### config.mk
export PLATFORM = sky130hd
export DESIGN_NAME = match_run_insertion_merge
export DESIGN_NICKNAME = d
export VERILOG_FILES = /design/src/rtl/mrim_pkg.sv /design/src/rtl/mrim_res_fifo.sv /design/src/rtl/match_run_insertion_merge.sv
export SDC_FILE = /design/constraint.sdc
export NUM_CORES = 1
export LEC_CHECK = 0
export ABC_AREA = 1
export ABC_CLOCK_PERIOD_IN_PS = 7000
export BUFFER_PORTS_ARGS = -buffer_cell sky130_fd_sc_hd__buf_4
export CAP_MARGIN = 20
export CELL_PAD_IN_SITES_DETAIL_PLACEMENT = 1
export CELL_PAD_IN_SITES_GLOBAL_PLACEMENT = 2
export CORE_MARGIN = 3
export CORE_UTILIZATION = 38
export CTS_CLUSTER_DIAMETER = 50
export DETAILED_ROUTE_END_ITERATION = 8
export HOLD_SLACK_MARGIN = 0.06
export PLACE_DENSITY = 0.93
export SLEW_MARGIN = 20
export SYNTH_ARGS = -nofsm -noshare
export SYNTH_HDL_FRONTEND = slang
export SYNTH_SLANG_ARGS = --single-unit
### constraint.sdc
create_clock -name clk -period 7 [get_ports clk]
set_clock_uncertainty 0.05 [all_clocks]
set_input_delay 0.7 -clock clk [delete_from_list [all_inputs] [get_ports clk]]
set_output_delay 0.7 -clock clk [all_outputs]
set_load 0.01 [all_outputs]
### src/rtl/mrim_pkg.sv
// Package for the match run insertion merge block: result record type,
// record kind codes and result queue sizing. It depends on nothing else.
package mrim_pkg;

    localparam int unsigned POS_W = 32;
    localparam int unsigned LEN_W = 32;
    localparam int unsigned CHAR_W = 8;

    localparam logic KIND_MATCH = 1'b0;
    localparam logic KIND_INSERT = 1'b1;

    // The queue depth must be a power of two so that the pointers wrap on their own.
    localparam int unsigned FIFO_DEPTH = 4;
    localparam int unsigned PTR_W = $clog2(FIFO_DEPTH);
    localparam int unsigned CNT_W = $clog2(FIFO_DEPTH + 1);

    typedef struct packed {
        logic              kind;
        logic [POS_W-1:0]  pos;
        logic [LEN_W-1:0]  len;
        logic [CHAR_W-1:0] ref_char;
        logic [CHAR_W-1:0] tgt_char;
        logic              end_of_run;
    } result_t;

endpackage

### src/rtl/mrim_res_fifo.sv
// Result queue for the match run insertion merge block: takes up to two
// records a cycle and presents one registered record a cycle while out_ready is high. Uses mrim_pkg.
module mrim_res_fifo
    import mrim_pkg::*;
(
    input  logic    clk,
    input  logic    rst_n,
    input  logic    push_a,
    input  result_t data_a,
    input  logic    push_b,
    input  result_t data_b,
    output logic    space_two,
    output logic    out_valid,
    input  logic    out_ready,
    output result_t out_data
);

    result_t            mem_reg [FIFO_DEPTH];
    logic [PTR_W-1:0]   wr_ptr_reg;
    logic [PTR_W-1:0]   wr_ptr_next;
    logic [PTR_W-1:0]   rd_ptr_reg;
    logic [PTR_W-1:0]   rd_ptr_next;
    logic [CNT_W-1:0]   count_reg;
    logic [CNT_W-1:0]   count_next;
    logic [PTR_W-1:0]   wr_ptr_b;
    logic [1:0]         n_push;
    logic               pop;

    assign pop       = out_valid && out_ready;
    assign n_push    = {1'b0, push_a} + {1'b0, push_b};
    assign wr_ptr_b  = push_a ? wr_ptr_reg + PTR_W'(1) : wr_ptr_reg;
    assign space_two = count_reg <= CNT_W'(FIFO_DEPTH - 2);
    assign out_valid = count_reg != '0;
    assign out_data  = mem_reg[rd_ptr_reg];

    always_comb
    begin
        wr_ptr_next = wr_ptr_reg + PTR_W'(n_push);
        rd_ptr_next = pop ? rd_ptr_reg + PTR_W'(1) : rd_ptr_reg;
        count_next  = count_reg + CNT_W'(n_push) - CNT_W'(pop);
    end

    always_ff @(posedge clk or negedge rst_n)
    begin
        if (!rst_n)
        begin
            wr_ptr_reg <= '0;
            rd_ptr_reg <= '0;
            count_reg  <= '0;
        end
        else
        begin
            wr_ptr_reg <= wr_ptr_next;
            rd_ptr_reg <= rd_ptr_next;
            count_reg  <= count_next;
        end
    end

    always_ff @(posedge clk)
    begin
        if (push_a)
        begin
            mem_reg[wr_ptr_reg] <= data_a;
        end
        if (push_b)
        begin
            mem_reg[wr_ptr_b] <= data_b;
        end
    end

endmodule

### src/rtl/match_run_insertion_merge.sv
// Top level of the match run insertion merge block: run state and record
// decisions. Depends on mrim_pkg and mrim_res_fifo.
//
// Input channel (in_valid/in_ready) carries one match record per beat; the
// record marked is_last closes the sequence. Output channel
// (out_valid/out_ready) carries one result record per beat, either a merged
// match or an insertion, with end_of_run set on the final result.
// A record gives zero, one or two results. Its results are written into a
// four-entry queue at the accepting edge and are offered from its registered
// storage. A record is taken whenever the queue has room for two results, so
// one record a cycle is sustained while the receiver is ready and each record
// yields at most one result; the output port, one result a cycle, sets the
// rate otherwise. When the receiver stalls, the queue fills and in_ready
// falls once fewer than two entries are free; nothing is lost.
// Reset empties the queue and clears the run state, so the next record opens
// a new sequence. After each record marked last the run state is cleared too.
module match_run_insertion_merge
    import mrim_pkg::*;
(
    input  logic              clk,
    input  logic              rst_n,
    input  logic              in_valid,
    output logic              in_ready,
    input  logic [POS_W-1:0]  match_pos,
    input  logic [LEN_W-1:0]  match_len,
    input  logic [CHAR_W-1:0] ref_char,
    input  logic [CHAR_W-1:0] tgt_char,
    input  logic              is_last,
    output logic              out_valid,
    input  logic              out_ready,
    output logic              kind,
    output logic [POS_W-1:0]  out_pos,
    output logic [LEN_W-1:0]  out_len,
    output logic [CHAR_W-1:0] out_ref_char,
    output logic [CHAR_W-1:0] out_tgt_char,
    output logic              end_of_run
);

    logic              first_pending_reg;
    logic              first_pending_next;
    logic [POS_W-1:0]  prev_start_reg;
    logic [POS_W-1:0]  prev_start_next;
    logic [LEN_W-1:0]  prev_length_reg;
    logic [LEN_W-1:0]  prev_length_next;
    logic [CHAR_W-1:0] prev_ref_reg;
    logic [CHAR_W-1:0] prev_ref_next;
    logic [CHAR_W-1:0] prev_tgt_reg;
    logic [CHAR_W-1:0] prev_tgt_next;
    logic [POS_W-1:0]  run_start_reg;
    logic [POS_W-1:0]  run_start_next;
    logic [LEN_W-1:0]  run_sum_reg;
    logic [LEN_W-1:0]  run_sum_next;
    logic [POS_W-1:0]  ins_pos_reg;
    logic [POS_W-1:0]  ins_pos_next;

    logic              accept;
    logic              adjacent;
    logic [POS_W-1:0]  new_run_start;
    logic [LEN_W-1:0]  new_run_sum;
    logic [POS_W-1:0]  new_ins_pos;
    logic              push_a;
    logic              push_b;
    result_t           res_a;
    result_t           res_b;
    logic              space_two;
    result_t           out_data;

    assign accept   = in_valid && in_ready;
    assign in_ready = space_two;
    assign adjacent = (prev_start_reg + prev_length_reg) == match_pos;

    always_comb
    begin
        if (first_pending_reg)
        begin
            new_run_start = match_pos;
            new_run_sum   = '0;
            new_ins_pos   = match_len;
        end
        else if (adjacent)
        begin
            new_run_start = run_start_reg;
            new_run_sum   = run_sum_reg + prev_length_reg;
            new_ins_pos   = ins_pos_reg + match_len + POS_W'(1);
        end
        else
        begin
            new_run_start = match_pos;
            new_run_sum   = '0;
            new_ins_pos   = ins_pos_reg + match_len + POS_W'(1);
        end

        res_a.ref_char   = prev_ref_reg;
        res_a.tgt_char   = prev_tgt_reg;
        res_a.end_of_run = 1'b0;
        if (adjacent)
        begin
            res_a.kind = KIND_INSERT;
            res_a.pos  = ins_pos_reg + POS_W'(1);
            res_a.len  = '0;
        end
        else
        begin
            res_a.kind = KIND_MATCH;
            res_a.pos  = run_start_reg;
            res_a.len  = run_sum_reg + prev_length_reg;
        end

        res_b.kind       = KIND_MATCH;
        res_b.pos        = new_run_start;
        res_b.len        = new_run_sum + match_len;
        res_b.ref_char   = ref_char;
        res_b.tgt_char   = tgt_char;
        res_b.end_of_run = 1'b1;

        push_a = accept && !first_pending_reg;
        push_b = accept && is_last;

        first_pending_next = first_pending_reg;
        prev_start_next    = prev_start_reg;
        prev_length_next   = prev_length_reg;
        prev_ref_next      = prev_ref_reg;
        prev_tgt_next      = prev_tgt_reg;
        run_start_next     = run_start_reg;
        run_sum_next       = run_sum_reg;
        ins_pos_next       = ins_pos_reg;
        if (accept)
        begin
            if (is_last)
            begin
                first_pending_next = 1'b1;
                prev_start_next    = '0;
                prev_length_next   = '0;
                prev_ref_next      = '0;
                prev_tgt_next      = '0;
                run_start_next     = '0;
                run_sum_next       = '0;
                ins_pos_next       = '0;
            end
            else
            begin
                first_pending_next = 1'b0;
                prev_start_next    = match_pos;
                prev_length_next   = match_len;
                prev_ref_next      = ref_char;
                prev_tgt_next      = tgt_char;
                run_start_next     = new_run_start;
                run_sum_next       = new_run_sum;
                ins_pos_next       = new_ins_pos;
            end
        end
    end

    always_ff @(posedge clk or negedge rst_n)
    begin
        if (!rst_n)
        begin
            first_pending_reg <= 1'b1;
            prev_start_reg    <= '0;
            prev_length_reg   <= '0;
            prev_ref_reg      <= '0;
            prev_tgt_reg      <= '0;
            run_start_reg     <= '0;
            run_sum_reg       <= '0;
            ins_pos_reg       <= '0;
        end
        else
        begin
            first_pending_reg <= first_pending_next;
            prev_start_reg    <= prev_start_next;
            prev_length_reg   <= prev_length_next;
            prev_ref_reg      <= prev_ref_next;
            prev_tgt_reg      <= prev_tgt_next;
            run_start_reg     <= run_start_next;
            run_sum_reg       <= run_sum_next;
            ins_pos_reg       <= ins_pos_next;
        end
    end

    mrim_res_fifo u_res_fifo
    (
        .clk       (clk),
        .rst_n     (rst_n),
        .push_a    (push_a),
        .data_a    (res_a),
        .push_b    (push_b),
        .data_b    (res_b),
        .space_two (space_two),
        .out_valid (out_valid),
        .out_ready (out_ready),
        .out_data  (out_data)
    );

    assign kind         = out_data.kind;
    assign out_pos      = out_data.pos;
    assign out_len      = out_data.len;
    assign out_ref_char = out_data.ref_char;
    assign out_tgt_char = out_data.tgt_char;
    assign end_of_run   = out_data.end_of_run;

endmodule

==> results of run 1 <==
## layer usage
layer	wire length (microns)	track usage [%]	vias up
met4	6256	12.96	2
met5	12	0	-
li1	-	-	14230
met1	54960	37.58	15420
met3	8699	4.052	252
met2	61420	47.75	1171
## layout make-up
cell class                 count  share of cell area [%]
tap                         1134                   3.804
antenna                        1                0.006709
inverter                     418                   4.233
sequential                   512                   38.55
timing repair buffer         206                   4.264
clock inverter                46                   1.587
multi-input combinational   2958                   42.32
clock buffer                  90                   5.233
## through the flow
stage	std cells	utilization, %
after global placement	5226	41.27
final	5365	44.36
after global routing	5364	44.35
after floorplan	4069	-
after CTS	5362	44.29
after detailed placement	5226	41.27
## logic make-up (layout without fill, tap and decap cells)
family	after synthesis	after routing
and+or+nand+nor	1778	1778
AOI/OAI and AO/OA	918	918
buffers and inverters	599	760
DFF	512	512
adders and majority gates	139	139
xor gates and xnor gates	123	123
other	0	1
## critical path, delay by kind of cell, from the launching register on
kind                     cells  cell delay [ns]
AND/OR/NAND/NOR             14             2.04
adder cells (fa/ha/maj)      4             1.26
AO/OA/AOI/OAI                7             1.88
flip-flops                   1             0.37
XOR/XNOR                     1             0.37
buffers and inverters        3             0.24
## synthesized netlist by cell type, types with 13 or more instances
master	count	share of area (%)
inv_1	396	4.6
nand2_1	875	10
o21bai_1	16	0.37
xor2_1	80	2.2
o21ai_1	22	0.34
inv_2	20	0.23
nand3_1	403	6.2
clkbuf_1	148	1.7
nor2_2	13	0.25
a21oi_1	140	2.2
or2_2	13	0.25
buf_2	16	0.25
xnor2_1	43	1.2
ha_1	134	5.2
nor2_1	357	4.1
o21ai_0	390	6.0
nand4_1	30	0.58
o22ai_1	250	4.8
o31ai_1	24	0.56
edfxtp_1	320	30
a22o_1	18	0.49
nor3_1	30	0.46
nand2_2	19	0.37
dfrtp_1	183	14
## layout by cell type, fill, tap and decap left out, types with 7 or more instances in the layout
| cell type | instances |
|---|---|
| o21ai_0 | 390 |
| o21ai_1 | 22 |
| inv_6 | 7 |
| dfxtp_1 | 8 |
| or2_2 | 13 |
| edfxtp_1 | 320 |
| nand4_1 | 30 |
| inv_1 | 393 |
| nor3_1 | 30 |
| nand2_1 | 870 |
| o21bai_1 | 16 |
| nand3_1 | 402 |
| a31oi_1 | 10 |
| a21o_1 | 10 |
| ha_1 | 134 |
| nand2_4 | 12 |
| clkinvlp_4 | 11 |
| bufinv_16 | 7 |
| o31ai_1 | 24 |
| o22ai_1 | 250 |
| buf_4 | 202 |
| o211ai_1 | 10 |
| xnor2_1 | 43 |
| nor2_2 | 13 |
| nand2_2 | 19 |
| nand3b_1 | 9 |
| dfrtp_1 | 181 |
| clkbuf_16 | 74 |
| a22o_1 | 18 |
| clkbuf_1 | 12 |
| inv_2 | 21 |
| nor2_1 | 352 |
| a21oi_1 | 140 |
| xor2_1 | 80 |
## how the worst max path moves through the flow
stage / to / slack, ns / depth (start not counted) / from
2_1_floorplan: u_res_fifo.mem_reg[0][39]$_DFFE_PP_ / 1.86 / 29 / prev_length_reg[0]$_DFFE_PN0P_
3_3_place_gp: u_res_fifo.mem_reg[2][39]$_DFFE_PP_ / 0.88 / 29 / prev_length_reg[0]$_DFFE_PN0P_
3_5_place_dp: u_res_fifo.mem_reg[1][39]$_DFFE_PP_ / 0.72 / 29 / prev_length_reg[0]$_DFFE_PN0P_
4_1_cts: u_res_fifo.mem_reg[2][35]$_DFFE_PP_ / 0.69 / 29 / prev_length_reg[0]$_DFFE_PN0P_
5_1_grt: u_res_fifo.mem_reg[2][35]$_DFFE_PP_ / 0.10 / 29 / prev_length_reg[0]$_DFFE_PN0P_
6_report: u_res_fifo.mem_reg[2][35]$_DFFE_PP_ / 0.61 / 29 / prev_length_reg[0]$_DFFE_PN0P_
## power by group through the flow
stage / combinational, mW / sequential, mW / clock [mW]
2_1_floorplan: 4.45 / 4.26 / 0
3_3_place_gp: 6.85 / 4.44 / 0
3_5_place_dp: 6.98 / 4.48 / 0
4_1_cts: 7.04 / 4.43 / 3.90
5_1_grt: 7.78 / 4.51 / 4.03
6_report: 7.07 / 4.44 / 3.87
==> impl_metrics.yaml, run 1 <==
run_status:
  status: "complete, no violations"
worst_setup_path:
  rr_worst_depth: 29
  worst-setup-path-type: "reg -> reg"
  rrSetupSlack_ns: 0.61
  cp_slowest_cell: "o21ai_0"
  startpoint_type: "flop"
  r2r-start: "prev_length_reg[0]$_DFFE_PN0P_"
  critPathCaptureType: "flop"
  crit_top_cell: "nand2_1"
  path_max_fanout: 4
  crit_path_max_incr_delay_ns: 0.59
  cp.required_ns: 7.40
  r2r_end: "u_res_fifo.mem_reg[2][35]$_DFFE_PP_"
  cp.arrival_ns: 6.79
clock_tree:
  cts_sinks: 512
  cts_resized: 0
  cts_buffers: 74
  ctsHoldBuffers: 0
  postCtsSetupBuffers: 0
  clk_latency_ns: 0.64
  clockBufferDepth: 3
  cts_root_buf: "clkbuf_16"
  clk_pin_slew_worst_paths_ns: 0.06
  cts_htree_levels: 3
  cts_tree: "built"
floorplanning:
  dieArea_sq_um: 88790
  io_pins: 169
  design.core.area_sq_um: 84090
  die_y_microns: 298.0
  rows: 106
  die_x_microns: 298.0
  start_util_pct: 38.53
timing:
  tightest_slew_ns: 1.166
  fmax_mhz: 156.4
  hold_ws_ns: 0.06059
  rsz0062_at_grt: "false"
  finalWorstSetupSlack_ns: 0.6061
  max_slew_margin_pct: 22.25
  fin_crit_ns: 6.394
  setup_viol: 0
  maxSlewViolCount: 0
  hold_viol: 0
  fin_crit_sh_pct: 91.34
  finalSetupTns_ns: 0
logic_synthesis:
  ys_ff_latch: 512
  syn_area_per_cell_sq_um: 7.961
  yosysWarnings: 0
  synth_compound_area_share_pct: 16.15
  syn_inst: 4069
  synth_fp_nets: 4293
  synth_top_family_by_area: "simple AND/OR/NAND/NOR gates"
  ys_types: 59
  yosysSeqAreaShare_pct: 44.37
  synth.mux.area_fraction_pct: 0
  synth_xor_area_share_pct: 3.325
  synth_edf_count: 320
  synth_adder_area_share_pct: 5.485
  yosys.area_share.simple_pct: 23.46
  async_flop_share_pct: 35.94
  syn_area_sq_um: 32390
  synthFlopType: "edfxtp_1"
grt:
  grt_max_degree: 105
  grt_antenna_before_repair: 2
  grt_use_total_pct: 28.86
  overflow: 0
  grt_pass1_wl_microns: 197600
  first_global_vias: 32000
final_layout:
  finalInstanceArea_sq_um: 37300
  areaGrowthSynthToFinish_pct: 15.14
  multi_input_area_sq_um: 15780
  largest_reg_flops: 328
  drive_gt1_share_pct: 10.17
  nNetsFinal: 4394
  area.sequential_sq_um: 14380
  fillerInstances: 10230
place:
  dp_slack_ns: 0.7211
  hpwl_microns: 90290
  place.gp.congestion: 0.9622
  placed_cell_area_sq_um: 34700
  io_buffers: 168
power_and_ir_drop:
  p_switching_mw: 6.883
  p_seq_share_pct: 28.9
  ir_worst_vdd_mv: 0.1930
  p_leak_nw: 16.28
  power_frac_clock_pct: 25.2
  power_density_nw_per_um2: 412.4
  p_comb_share_pct: 45.9
  p_int_mw: 8.498
  fin_total_pwr_mw: 15.38
  p_sw_share_pct: 44.75
drt:
  wl_microns: 131400
  drc_errors: 0
  firstDrtPassIters: 5
  drt_iter0_markers: 2623
  antenna_left: 0
  post_drt_wl_per_cell_microns: 24.48
  vias_per_cell: 5.793
  dr_total_vias: 31080
worst_hold_path:
  hold_class: "in -> async"
flow_run:
  max_cap_viol_count: 0
No activity file was read; power rests on OpenSTA's default activity.
==> inputs of run 2 (changes only) <==
- CORE_UTILIZATION: 38 -> 39
- CTS_BUF_LIST: not set -> sky130_fd_sc_hd__clkbuf_2
- PLACE_DENSITY: 0.93 -> 0.94
==> run 2 against run 1 <==
Non-clock buffer count is 94 higher. Largest power group unchanged. Largest cell class unchanged. Utilization is 0.57 points higher. Total power decreased by 10%.
==> impl_metrics.yaml, run 2 (synthesized netlist as in run 1, its figures left out) <==
clock_tree:
  cts_sinks: 512
  cts_tree: "built"
  clk_pin_slew_worst_paths_ns: 0.09
  cts_buffers: 145
  cts_root_buf: "clkbuf_2"
  postCtsSetupBuffers: 0
  clockBufferDepth: 3
  clk_latency_ns: 1.37
  cts_htree_levels: 4
drt:
  wl_microns: 127500
  drt_iter0_markers: 2534
  dr_total_vias: 31410
  firstDrtPassIters: 7
  post_drt_wl_per_cell_microns: 23.13
  drc_errors: 0
  antenna_left: 0
  vias_per_cell: 5.697
grt:
  grt_pass1_wl_microns: 191900
  grt_use_total_pct: 29.06
  overflow: 0
  grt_max_degree: 102
  first_global_vias: 32250
  grt_antenna_before_repair: 4
floorplanning:
  die_y_microns: 294.2
  rows: 105
  io_pins: 169
  design.core.area_sq_um: 82240
  start_util_pct: 39.39
  die_x_microns: 294.2
  dieArea_sq_um: 86560
place:
  hpwl_microns: 88800
  place.gp.congestion: 0.9608
  io_buffers: 168
  dp_cells: 5163
worst_setup_path:
  crit_path_max_incr_delay_ns: 0.43
  crit_buf_inv: 4
  crit_family: "simple AND/OR/NAND/NOR gates"
  path_max_fanout: 26
  cp_slowest_cell: "xnor2_1"
  cp.arrival_ns: 7.42
  startpoint_type: "flop"
  cp.depth: 30
  cp.required_ns: 8.07
  critPathCaptureType: "flop"
  crit_top_cell: "nand2_1"
  worst-setup-path-type: "reg -> reg"
  rr_worst_depth: 30
timing:
  tightest_slew_ns: 1.150
  fmax_mhz: 157.5
  fin_crit_ns: 6.347
  rsz0062_at_grt: "false"
  max_slew_margin_pct: 23.24
  maxSlewViolCount: 0
  fin_crit_sh_pct: 90.67
  finalSetupTns_ns: 0
  setup_viol: 0
  hold_ws_ns: 0.2160
  hold_viol: 0
power_and_ir_drop:
  p_switching_mw: 6.622
  p_comb_share_pct: 50.4
  p_leak_nw: 16.49
  ir_worst_vdd_mv: 0.2955
  p_seq_share_pct: 32.3
  fin_total_pwr_mw: 13.82
  p_sw_share_pct: 47.93
  power_frac_clock_pct: 17.2
  p_int_mw: 7.195
  power_density_nw_per_um2: 373.9
final_layout:
  nNetsFinal: 4559
  fin_cells: 5513
  layout_common_cells: "nand2_1 (870), nand3_1 (402), inv_1 (393), o21ai_0 (389), nor2_1 (352)"
  largest_reg_flops: 328
  areaGrowthSynthToFinish_pct: 14.06
  final_common_cell: "nand2_1"
  drive_gt1_share_pct: 12.23
  finish.utilization_pct: 44.93
flow_run:
  max_cap_viol_count: 0
worst_hold_path:
  holdPathStages: 4
  hold_class: "in -> reg"
run_status:
  status: "complete, no violations"
[run 2: changes by cell type in the layout (fill, tap and decap cells not counted), sizes merged, moves of 5 or more]
cell	delta
inv	-6
dlygate4sd3	+94
clkinvlp	-7
clkbuf	+126
clkinv	+5
[run 2: metrics by stage]
| step | instance area, sq um | setup slack, ns |
|---|---|---|
| finish | 36950 | 0.6528 |
| detailed placement | 34610 | 0.5902 |
| CTS | 36940 | 0.4989 |
| floorplan | 32390 | 1.864 |
| global route | 36950 | 0.1573 |
| global placement | 34610 | 0.7963 |
[run 2: tightest hold or removal path, cell delays in order]
cell and delay (ns):
dlygate4sd3_1 0.53, buf_4 0.10, inv_1 0.08, o22ai_1 0.13
[run 2: per-layer routing]
| metal | global-route usage (%) | part of all wire (%) | up-vias |
|---|---|---|---|
| met3 | 4.543 | 6.1 | 218 |
| met4 | 11.66 | 3.5 | 4 |
| li1 | - | - | 14630 |
| met2 | 48.91 | 48 | 1041 |
| met1 | 37.48 | 43 | 15510 |
| met5 | 0 | 0.021 | - |
[run 2: power by group through the flow]
stage | clock, mW | sequential (mW) | combinational, mW
after floorplan | 0 | 4.26 | 4.45
after global placement | 0 | 4.47 | 6.72
after detailed placement | 0 | 4.52 | 6.86
after CTS | 2.42 | 4.45 | 6.95
after global routing | 2.59 | 4.53 | 7.66
final | 2.38 | 4.46 | 6.97
[run 2: cell type report]
class / instances / area (sq um)
clock inverter: 35 / 285.3
clock buffer: 216 / 1081
sequential: 512 / 14380
inverter: 418 / 1575
timing repair buffer: 300 / 2514
multi-input combinational: 2958 / 15770
tap: 1070 / 1339
fill: 10130 / 45290
antenna: 4 / 10.01
[run 2: worst paths after layout]
path	startpoint	endpoint	slack, ns
max	prev_length_reg[0]$_DFFE_PN0P_	u_res_fifo.mem_reg[2][35]$_DFFE_PP_	0.65
min	tgt_char[6]	prev_tgt_reg[6]$_DFFE_PN0P_	0.22
max reg2reg	prev_length_reg[0]$_DFFE_PN0P_	u_res_fifo.mem_reg[2][35]$_DFFE_PP_	0.65
min reg2reg	u_res_fifo.mem_reg[2][0]$_SDFFE_PP1P_	u_res_fifo.mem_reg[2][0]$_SDFFE_PP1P_	0.41
max in group asynchronous	rst_n	u_res_fifo.rd_ptr_reg[0]$_DFFE_PN0P_	5.53
min in group asynchronous	rst_n	first_pending_reg$_DFFE_PN1P_	0.43
[run 2: timing repair]
item,4_1_cts,5_1_grt
hold buffers,95,0
hold endpoints to repair,538,0
endpoints found under the setup margin,0,8
gates resized for setup,0,1
